File: src/sv/sle_pkg.sv
// ----------------------------------------------------------------------------
// sle_pkg
// Types, widths and codes shared by the serial line editor modules.
// ----------------------------------------------------------------------------
package sle_pkg;

  localparam int LINE_DEPTH  = 32;
  localparam int CNT_W       = $clog2(LINE_DEPTH);
  localparam int CHAR_W      = 8;
  localparam int IDX_W       = 5;
  localparam int COUNT_OUT_W = 5;
  localparam int FUNC_W      = 2;
  localparam int CFG_IDX_W   = 2;

  localparam int QUEUE_DEPTH = 2;
  localparam int QPTR_W      = $clog2(QUEUE_DEPTH);

  localparam logic [CHAR_W-1:0] BKSP_RESET = CHAR_W'(8);
  localparam logic [CHAR_W-1:0] TERM_RESET = CHAR_W'(13);

  typedef enum logic [FUNC_W-1:0] {
    FUNC_RX    = 2'd0,
    FUNC_READ  = 2'd1,
    FUNC_CLEAR = 2'd2,
    FUNC_NOP   = 2'd3
  } func_t;

  typedef enum logic [CFG_IDX_W-1:0] {
    CFG_BKSP = 2'd0,
    CFG_TERM = 2'd1,
    CFG_ECHO = 2'd2,
    CFG_NONE = 2'd3
  } cfg_idx_t;

  typedef enum logic [2:0] {
    OP_NOP,
    OP_CHAR,
    OP_BKSP,
    OP_TERM,
    OP_READ,
    OP_CLEAR
  } op_kind_t;

  // Classified word passed from the front end to the back end
  typedef struct packed {
    op_kind_t          kind;
    logic              echo_en;
    logic [CHAR_W-1:0] ch;
    logic [IDX_W-1:0]  index;
  } op_t;

endpackage

File: src/sv/sle_if.sv
// ----------------------------------------------------------------------------
// sle_if
// Valid/ready channels of the serial line editor: command in, result out.
// ----------------------------------------------------------------------------
interface sle_cmd_if import sle_pkg::*; ();
  logic              valid;
  logic              ready;
  logic [FUNC_W-1:0] func;
  logic [CHAR_W-1:0] rx_char;
  logic [IDX_W-1:0]  read_index;

  modport source (output valid, func, rx_char, read_index, input ready);
  modport sink   (input valid, func, rx_char, read_index, output ready);
endinterface

interface sle_res_if import sle_pkg::*; ();
  logic                   valid;
  logic                   ready;
  logic                   echo_valid;
  logic [CHAR_W-1:0]      echo_char;
  logic [COUNT_OUT_W-1:0] char_count;
  logic                   line_done;
  logic                   overflow;
  logic [CHAR_W-1:0]      read_char;

  modport source (output valid, echo_valid, echo_char, char_count, line_done, overflow,
                  read_char, input ready);
  modport sink   (input valid, echo_valid, echo_char, char_count, line_done, overflow,
                  read_char, output ready);
endinterface

File: src/sv/sle_front.sv
// ----------------------------------------------------------------------------
// sle_front
// Holds the configuration registers and classifies each command word.
// ----------------------------------------------------------------------------
module sle_front import sle_pkg::*; (
  input  logic                 clk,
  input  logic                 rst,
  input  logic                 cfg_we,
  input  logic [CFG_IDX_W-1:0] cfg_index,
  input  logic [CHAR_W-1:0]    cfg_data,
  input  logic                 cmd_valid,
  input  logic [FUNC_W-1:0]    cmd_func,
  input  logic [CHAR_W-1:0]    cmd_char,
  input  logic [IDX_W-1:0]     cmd_index,
  output logic                 push,
  output op_t                  push_op
);

  logic [CHAR_W-1:0] backspace_code;
  logic [CHAR_W-1:0] terminator_code;
  logic              echo_enable;

  always_ff @(posedge clk) begin
    if (rst) begin
      backspace_code  <= BKSP_RESET;
      terminator_code <= TERM_RESET;
      echo_enable     <= 1'b1;
    end else if (cfg_we) begin
      case (cfg_idx_t'(cfg_index))
        CFG_BKSP: backspace_code  <= cfg_data;
        CFG_TERM: terminator_code <= cfg_data;
        CFG_ECHO: echo_enable     <= cfg_data[0];
        default:  ;
      endcase
    end
  end

  always_comb begin
    push_op.echo_en = echo_enable;
    push_op.ch      = cmd_char;
    push_op.index   = cmd_index;
    case (func_t'(cmd_func))
      FUNC_RX: begin
        // backspace wins when both codes match
        if (cmd_char == backspace_code) begin
          push_op.kind = OP_BKSP;
        end else if (cmd_char == terminator_code) begin
          push_op.kind = OP_TERM;
        end else begin
          push_op.kind = OP_CHAR;
        end
      end
      FUNC_READ:  push_op.kind = OP_READ;
      FUNC_CLEAR: push_op.kind = OP_CLEAR;
      default:    push_op.kind = OP_NOP;
    endcase
  end

  assign push = cmd_valid;

endmodule

File: src/sv/sle_queue.sv
// ----------------------------------------------------------------------------
// sle_queue
// Short FIFO of classified words between the front and back ends.
// ----------------------------------------------------------------------------
module sle_queue import sle_pkg::*; (
  input  logic clk,
  input  logic rst,
  input  logic push,
  input  op_t  push_op,
  output logic full,
  input  logic pop,
  output logic head_valid,
  output op_t  head_op
);

  op_t               slots [QUEUE_DEPTH];
  logic [QPTR_W-1:0] wr_ptr;
  logic [QPTR_W-1:0] rd_ptr;
  logic [QPTR_W:0]   count;

  logic do_push;
  logic do_pop;

  assign full       = count == (QPTR_W+1)'(QUEUE_DEPTH);
  assign head_valid = count != '0;
  assign head_op    = slots[rd_ptr];
  assign do_push    = push && !full;
  assign do_pop     = pop && head_valid;

  always_ff @(posedge clk) begin
    if (rst) begin
      wr_ptr <= '0;
      rd_ptr <= '0;
      count  <= '0;
    end else begin
      if (do_push) begin
        wr_ptr <= wr_ptr + 1'b1;
      end
      if (do_pop) begin
        rd_ptr <= rd_ptr + 1'b1;
      end
      if (do_push && !do_pop) begin
        count <= count + 1'b1;
      end else if (do_pop && !do_push) begin
        count <= count - 1'b1;
      end
    end
  end

  always_ff @(posedge clk) begin
    if (do_push) begin
      slots[wr_ptr] <= push_op;
    end
  end

endmodule

File: src/sv/sle_back.sv
// ----------------------------------------------------------------------------
// sle_back
// Carries out queued words on the line store and registers each result.
// ----------------------------------------------------------------------------
module sle_back import sle_pkg::*; (
  input  logic              clk,
  input  logic              rst,
  input  logic              head_valid,
  input  op_t               head_op,
  output logic              pop,
  sle_res_if.source         res
);

  logic [CHAR_W-1:0] line_store [LINE_DEPTH];
  logic [CNT_W-1:0]  fill_count;
  logic              terminator_seen;
  logic              overflow_flag;

  logic [CNT_W-1:0]  fill_count_next;
  logic              terminator_seen_next;
  logic              overflow_flag_next;

  logic              wr_en;
  logic [CNT_W-1:0]  wr_idx;
  logic [CHAR_W-1:0] wr_data;
  logic              clear_all;
  logic              echo_v;
  logic [CHAR_W-1:0] echo_c;
  logic [CHAR_W-1:0] rd;

  logic                line_full;
  logic [CNT_W+IDX_W-1:0] ridx_wide;
  logic                ridx_ok;
  logic [CNT_W+COUNT_OUT_W-1:0] count_wide;

  assign pop       = head_valid && (!res.valid || res.ready);
  assign line_full = fill_count == CNT_W'(LINE_DEPTH - 1);
  assign ridx_wide = {{CNT_W{1'b0}}, head_op.index};
  assign ridx_ok   = ridx_wide < (CNT_W+IDX_W)'(LINE_DEPTH);

  always_comb begin
    fill_count_next      = fill_count;
    terminator_seen_next = terminator_seen;
    overflow_flag_next   = overflow_flag;
    wr_en     = 1'b0;
    wr_idx    = fill_count;
    wr_data   = '0;
    clear_all = 1'b0;
    echo_v    = 1'b0;
    rd        = '0;
    case (head_op.kind)
      OP_CHAR, OP_BKSP, OP_TERM: begin
        if (line_full) begin
          // drop the character
          overflow_flag_next = 1'b1;
        end else begin
          overflow_flag_next = 1'b0;
          if (head_op.kind == OP_BKSP) begin
            if (fill_count != '0) begin
              echo_v          = 1'b1;
              fill_count_next = fill_count - 1'b1;
              wr_en           = 1'b1;
              wr_idx          = fill_count - 1'b1;
            end
          end else if (head_op.kind == OP_TERM) begin
            echo_v               = 1'b1;
            terminator_seen_next = 1'b1;
            wr_en                = 1'b1;
          end else begin
            echo_v               = 1'b1;
            terminator_seen_next = 1'b0;
            wr_en                = 1'b1;
            wr_data              = head_op.ch;
            fill_count_next      = fill_count + 1'b1;
          end
        end
      end
      OP_READ: begin
        if (ridx_ok) begin
          rd = line_store[ridx_wide[CNT_W-1:0]];
        end
      end
      OP_CLEAR: begin
        clear_all            = 1'b1;
        fill_count_next      = '0;
        terminator_seen_next = 1'b0;
        overflow_flag_next   = 1'b0;
      end
      default: ;
    endcase
    echo_v = echo_v && head_op.echo_en;
    echo_c = echo_v ? head_op.ch : '0;
  end

  assign count_wide = {{COUNT_OUT_W{1'b0}}, fill_count_next};

  always_ff @(posedge clk) begin
    if (rst || (pop && clear_all)) begin
      for (int i = 0; i < LINE_DEPTH; i++) begin
        line_store[i] <= '0;
      end
    end else if (pop && wr_en) begin
      line_store[wr_idx] <= wr_data;
    end
  end

  always_ff @(posedge clk) begin
    if (rst) begin
      fill_count      <= '0;
      terminator_seen <= 1'b0;
      overflow_flag   <= 1'b0;
      res.valid       <= 1'b0;
    end else begin
      if (pop) begin
        fill_count      <= fill_count_next;
        terminator_seen <= terminator_seen_next;
        overflow_flag   <= overflow_flag_next;
        res.valid       <= 1'b1;
      end else if (res.ready) begin
        res.valid <= 1'b0;
      end
    end
  end

  // result payload: load on every pop, hold otherwise
  always_ff @(posedge clk) begin
    if (pop) begin
      res.echo_valid <= echo_v;
      res.echo_char  <= echo_c;
      res.char_count <= count_wide[COUNT_OUT_W-1:0];
      res.line_done  <= terminator_seen_next;
      res.overflow   <= overflow_flag_next;
      res.read_char  <= rd;
    end
  end

endmodule

File: src/sv/serial_line_editor.sv
// ----------------------------------------------------------------------------
// serial_line_editor
// Builds a command line from received characters, with backspace and echo.
// ----------------------------------------------------------------------------
//   channel  dir  handshake        payload
//   cmd      in   valid / ready    func, rx_char, read_index
//   res      out  valid / ready    echo_valid, echo_char, char_count,
//                                  line_done, overflow, read_char
//   cfg      in   cfg_we           cfg_index, cfg_data
//
// One word per cycle sustained while res.ready stays high; a taken command lands in
// the queue, then loads the back-end result register that drives res.valid.
// The two-entry queue decouples command intake from result stalls; cmd.ready
// drops only when the queue is full.
// Synchronous reset clears the line store (flip-flops), count, flags and
// restores backspace 8, terminator 13, echo on.
// ----------------------------------------------------------------------------
module serial_line_editor import sle_pkg::*; (
  input  logic                 clk,
  input  logic                 rst,
  sle_cmd_if.sink              cmd,
  sle_res_if.source            res,
  input  logic                 cfg_we,
  input  logic [CFG_IDX_W-1:0] cfg_index,
  input  logic [CHAR_W-1:0]    cfg_data
);

  logic push;
  op_t  push_op;
  logic full;
  logic pop;
  logic head_valid;
  op_t  head_op;

  assign cmd.ready = !full;

  sle_front u_front (
    .clk       (clk),
    .rst       (rst),
    .cfg_we    (cfg_we),
    .cfg_index (cfg_index),
    .cfg_data  (cfg_data),
    .cmd_valid (cmd.valid),
    .cmd_func  (cmd.func),
    .cmd_char  (cmd.rx_char),
    .cmd_index (cmd.read_index),
    .push      (push),
    .push_op   (push_op)
  );

  sle_queue u_queue (
    .clk        (clk),
    .rst        (rst),
    .push       (push),
    .push_op    (push_op),
    .full       (full),
    .pop        (pop),
    .head_valid (head_valid),
    .head_op    (head_op)
  );

  sle_back u_back (
    .clk        (clk),
    .rst        (rst),
    .head_valid (head_valid),
    .head_op    (head_op),
    .pop        (pop),
    .res        (res)
  );

endmodule
File: src/flat_wrapper.sv
// flat-port wrapper written by rule: the top's interface ports become plain ports
module serial_line_editor_flat import sle_pkg::*;
  (clk, rst, cfg_we, cfg_index, cfg_data, cmd_valid, cmd_func, cmd_rx_char, cmd_read_index, cmd_ready, res_valid, res_echo_valid, res_echo_char, res_char_count, res_line_done, res_overflow, res_read_char, res_ready);
  sle_cmd_if cmd_i ();
  sle_res_if res_i ();
  input  logic clk;
  input  logic rst;
  input  logic cfg_we;
  input  logic [CFG_IDX_W-1:0] cfg_index;
  input  logic [CHAR_W-1:0] cfg_data;
  input wire logic [$bits(cmd_i.valid)-1:0] cmd_valid;
  input wire logic [$bits(cmd_i.func)-1:0] cmd_func;
  input wire logic [$bits(cmd_i.rx_char)-1:0] cmd_rx_char;
  input wire logic [$bits(cmd_i.read_index)-1:0] cmd_read_index;
  output wire logic [$bits(cmd_i.ready)-1:0] cmd_ready;
  output wire logic [$bits(res_i.valid)-1:0] res_valid;
  output wire logic [$bits(res_i.echo_valid)-1:0] res_echo_valid;
  output wire logic [$bits(res_i.echo_char)-1:0] res_echo_char;
  output wire logic [$bits(res_i.char_count)-1:0] res_char_count;
  output wire logic [$bits(res_i.line_done)-1:0] res_line_done;
  output wire logic [$bits(res_i.overflow)-1:0] res_overflow;
  output wire logic [$bits(res_i.read_char)-1:0] res_read_char;
  input wire logic [$bits(res_i.ready)-1:0] res_ready;
  assign cmd_i.valid = cmd_valid;
  assign cmd_i.func = cmd_func;
  assign cmd_i.rx_char = cmd_rx_char;
  assign cmd_i.read_index = cmd_read_index;
  assign cmd_ready = cmd_i.ready;
  assign res_valid = res_i.valid;
  assign res_echo_valid = res_i.echo_valid;
  assign res_echo_char = res_i.echo_char;
  assign res_char_count = res_i.char_count;
  assign res_line_done = res_i.line_done;
  assign res_overflow = res_i.overflow;
  assign res_read_char = res_i.read_char;
  assign res_i.ready = res_ready;
  serial_line_editor u_core (.clk(clk), .rst(rst), .cmd(cmd_i), .res(res_i), .cfg_we(cfg_we), .cfg_index(cfg_index), .cfg_data(cfg_data));
endmodule
File: config.mk
export PLATFORM = sky130hd
export DESIGN_NAME = serial_line_editor_flat
export DESIGN_NICKNAME = d
export VERILOG_FILES = /design/src/sv/sle_pkg.sv /design/src/sv/sle_if.sv /design/src/sv/sle_front.sv /design/src/sv/sle_queue.sv /design/src/sv/sle_back.sv /design/src/sv/serial_line_editor.sv /design/src/flat_wrapper.sv
export SDC_FILE = /design/constraint.sdc
export NUM_CORES = 1
export LEC_CHECK = 0
export BUFFER_PORTS_ARGS = -buffer_cell sky130_fd_sc_hd__buf_2
export CAP_MARGIN = 20
export CORE_MARGIN = 4
export CORE_UTILIZATION = 39
export DETAILED_ROUTE_END_ITERATION = 7
export HOLD_SLACK_MARGIN = 0.03
export PLACE_DENSITY = 0.55
export SYNTH_ARGS = -nofsm -noshare
export SYNTH_HDL_FRONTEND = slang
export SYNTH_HIERARCHICAL = 1
export SYNTH_SLANG_ARGS = --single-unit
File: constraint.sdc
create_clock -name clk -period 4.22 [get_ports clk]
set_clock_uncertainty 0.15 [all_clocks]
set_input_delay 0.422 -clock clk [delete_from_list [all_inputs] [get_ports clk]]
set_output_delay 0.422 -clock clk [all_outputs]
set_load 0.05 [all_outputs]
==> impl_metrics.csv <==
group,metric,value,unit
sta,hold_viol,0,
cts,htreeDepth,2,
logic_synthesis,synthXorXnorAreaFrac,1.10,%
die,ioPinCount,56,
routing,remaining_drc_errors,0,
min_path,hold_class,"input pin to flop",
worst_setup_path,endpoint_kind,"flop",
cts,clkLatencyLatePin,0.56,ns
logic_synthesis,synth.distinct_cells,67,
run,drv_cap,0,
grt,grt_use_total,18.8,%
die,die_h,210,µm
cells_and_area,nNetsFinal,1349,
placed_design,detailedPlace.worstSlack,0.519,ns
sta,relSlewSlack,33.2,%
power_and_ir_drop,ir_drop,300,µV
sta,setup_viol,0,
worst_setup_path,critPathBufInv,1,
logic_synthesis,synth_top_cell_area_share,59.3,%
logic_synthesis,syn-num-nets,1263,
die,initial_core_util,39.8,%
routing,wl,41.6,mm
logic_synthesis,yosysWarnings,6,
logic_synthesis,synthArstFlopShare,0,%
logic_synthesis,yosys.area_share.simple,14.0,%
grt,grt-ovfl-total,0,
die,core,40000,µm²
sta,setup_ws,0.483,ns
cts,clkTransAtPathRegs,0.06,ns
cells_and_area,syn2layout_area_growth,16.1,%
worst_setup_path,start_kind,"flop",
die,fp.dieArea,44100,µm²
worst_setup_path,slowest_delay,0.67,ns
sta,whs,0.0957,ns
routing,wl_per_cell,22.3,µm
power_and_ir_drop,leakagePower,6.53,nW
placed_design,io_buffers,55,
sta,tns,0,ns
worst_setup_path,crit_fanout,10,
logic_synthesis,synth_edf_count,314,
cts,clk_path_buf_depth,3,
worst_setup_path,slowest_stage,"or4b_1",
cts,cts-root-buf,"clkbuf_16",
sta,tightest_slew,1.00,ns
routing,antenna_left,0,
worst_setup_path,crit_chain,"ha_1, and3_1, ha_1, or4b_1, o31a_1, nor3_4, nand2_1, o21ai_0, buf_4",
logic_synthesis,synth_top_family_by_area,"simple AND/OR/NAND/NOR gates",
grt,grt_pass1_vias,10200,
cells_and_area,nFillCells,3598,
worst_setup_path,cp_common_cell,"ha_1",
cts,cts_buffers,39,
die,fp.dieW,210,µm
worst_setup_path,regToRegSetupSlack,0.48,ns
logic_synthesis,synthTopCellsByCount,"314 x edfxtp_1, 262 x nor2_1, 61 x clkbuf_1, 56 x mux4_2, 55 x mux2i_1",
placed_design,dp_hpwl,28.8,mm
logic_synthesis,synth_area_leaders,"edfxtp_1 59%, mux4_2 7.9%, nor2_1 6.2%",
logic_synthesis,yosys.area.top_type,"edfxtp_1",
logic_synthesis,postSynthCellCount,1227,
logic_synthesis,synth_area,15900,µm²
cells_and_area,final_area,18500,µm²
routing,viasPerCell,5.53,
cells_and_area,diodes,0,
logic_synthesis,yosys_register_bits,344,
grt,grt_antenna_before_repair,0,
routing,dr.pass1.iters,5,
sta,rsz0062_at_grt,"false",
logic_synthesis,ys.flop_type,"edfxtp_1",
logic_synthesis,syn_avg_cell_area,13.0,µm²
worst_setup_path,crit_required,4.33,ns
sta,fin_crit_sh,88.5,%
grt,grt_max_degree,55,
logic_synthesis,yosysMostFrequentCell,"edfxtp_1",
routing,vias,10300,
grt,grt_pass1_wl,63.8,mm
cts,cts_tree,"built",
logic_synthesis,synth_adder_area_share,0.472,%
worst_setup_path,crit_family,"simple AND/OR/NAND/NOR gates",
placed_design,finalWeightedCongestion,0.841,
logic_synthesis,muxShareOfSynthArea,12.7,%
outcome,status,"complete, no violations",
power_and_ir_drop,powerDensity,623,nW/µm²
sta,finalMaxSlewViolations,0,
worst_setup_path,worstSetupPathType,"flop to flop",
cts,clock-sinks,344,
cells_and_area,drive_gt1_share,21.2,%
logic_synthesis,ys_seq_area_share,63.0,%
placed_design,dpl_cell_area,17000,µm²
die,row_count,73,
sta,max_freq,268,MHz
routing,first_iter_violations,975,
logic_synthesis,synth-compound-area-share,4.95,%
sta,period_minus_slack,3.74,ns
worst_setup_path,cp_data_arrival_time,3.85,ns
[logic make-up (layout without fill, tap and decap cells)]
logic type,Yosys count,in the layout
muxes,129,129
and+or+nand+nor,478,478
DFF,344,344
xor gates and xnor gates,20,20
buffers and inverters,130,246
adders and majority gates,6,6
AOI/OAI and AO/OA,120,120
[sequential cells by signal (all words and copies together), names as in the netlist, 2 cells and up, named ones only]
name,cells
u_core/u_back/fill_count,5
u_core/u_back/line_store,256
u_core/u_back/res.char_count,5
u_core/u_back/res.echo_char,8
u_core/u_back/res.read_char,8
u_core/u_front/backspace_code,8
u_core/u_front/terminator_code,8
u_core/u_queue/count,2
u_core/u_queue/slots,34
[metal layers]
| metal | GRT usage (%) | part of all wire [%] |
|---|---|---|
| met5 | 0 | 0 |
| met4 | 5.31 | 2.1 |
| met3 | 3.04 | 6.0 |
| met2 | 30.6 | 48 |
| met1 | 26.6 | 43 |
[final timing paths]
check / cells after the start / from / to
max reg2reg: 9 / u_core/u_back/fill_count[0] / u_core/u_back/line_store[4][1]
min reg2reg: 0 / u_core/u_front/echo_enable / u_core/u_queue/slots[1][13]
max: 9 / u_core/u_back/fill_count[0] / u_core/u_back/line_store[4][1]
min: 2 / cmd_func[0] / u_core/u_queue/slots[0][14]
[report_power, final]
group          switching [mW]  total, mW  leakage (nW)  internal [mW]
Clock                    1.37       3.39         0.624           2.02
Combinational            2.47       3.68          2.45           1.21
Sequential              0.151       4.42          3.46           4.27
[area by class of cell]
cell class	count	area (µm²)	area share, %
timing repair buffer	159	1120	6.08
multi-input combinational	753	5310	28.8
sequential	344	10000	54.3
inverter	16	60.1	0.325
clock inverter	19	230	1.25
tap	525	657	3.56
clock buffer	52	1050	5.71
[stage by stage]
step	instances	total power, mW	utilization [%]
5_1_grt	1868	12.0	46.2
4_1_cts	1868	11.6	46.2
3_5_place_dp	1775	8.17	42.4
6_report	1868	11.5	46.2
2_1_floorplan	1227	6.98	-
3_3_place_gp	1775	8.16	42.4
[cell usage in the layout, fill, tap and decap left out, types with 5 or more instances in the layout]
| cell type | netlist | layout |
|---|---|---|
| a211o_1 | 5 | 5 |
| a21oi_1 | 16 | 16 |
| a22oi_1 | 11 | 11 |
| and2_1 | 10 | 9 |
| and3_1 | 11 | 10 |
| buf_2 | 20 | 55 |
| buf_4 | 19 | 81 |
| clkbuf_1 | 61 | 10 |
| clkbuf_16 | 0 | 39 |
| clkinv_1 | 0 | 7 |
| dfxtp_1 | 30 | 30 |
| dlygate4sd3_1 | 0 | 22 |
| edfxtp_1 | 314 | 314 |
| ha_1 | 6 | 6 |
| inv_1 | 16 | 16 |
| mux2_2 | 18 | 16 |
| mux2i_1 | 55 | 55 |
| mux4_2 | 56 | 56 |
| nand2_1 | 45 | 45 |
| nand2b_1 | 17 | 17 |
| nand3_1 | 38 | 38 |
| nand4_1 | 26 | 26 |
| nor2_1 | 262 | 262 |
| nor2b_1 | 8 | 8 |
| nor3_1 | 35 | 35 |
| o211ai_1 | 9 | 9 |
| o21ai_0 | 45 | 45 |
| o22ai_1 | 5 | 5 |
| xnor2_1 | 16 | 16 |
[timing repair]
action | 4_1_cts | 5_1_grt
endpoints found under the setup margin | 0 | 0
gates resized for setup | 0 | 0
hold buffers | 22 | 0
buffers inserted | 0 | 0
endpoints found under the hold margin | 42 | 0
Note: power is estimated with default switching activity, not from simulation.
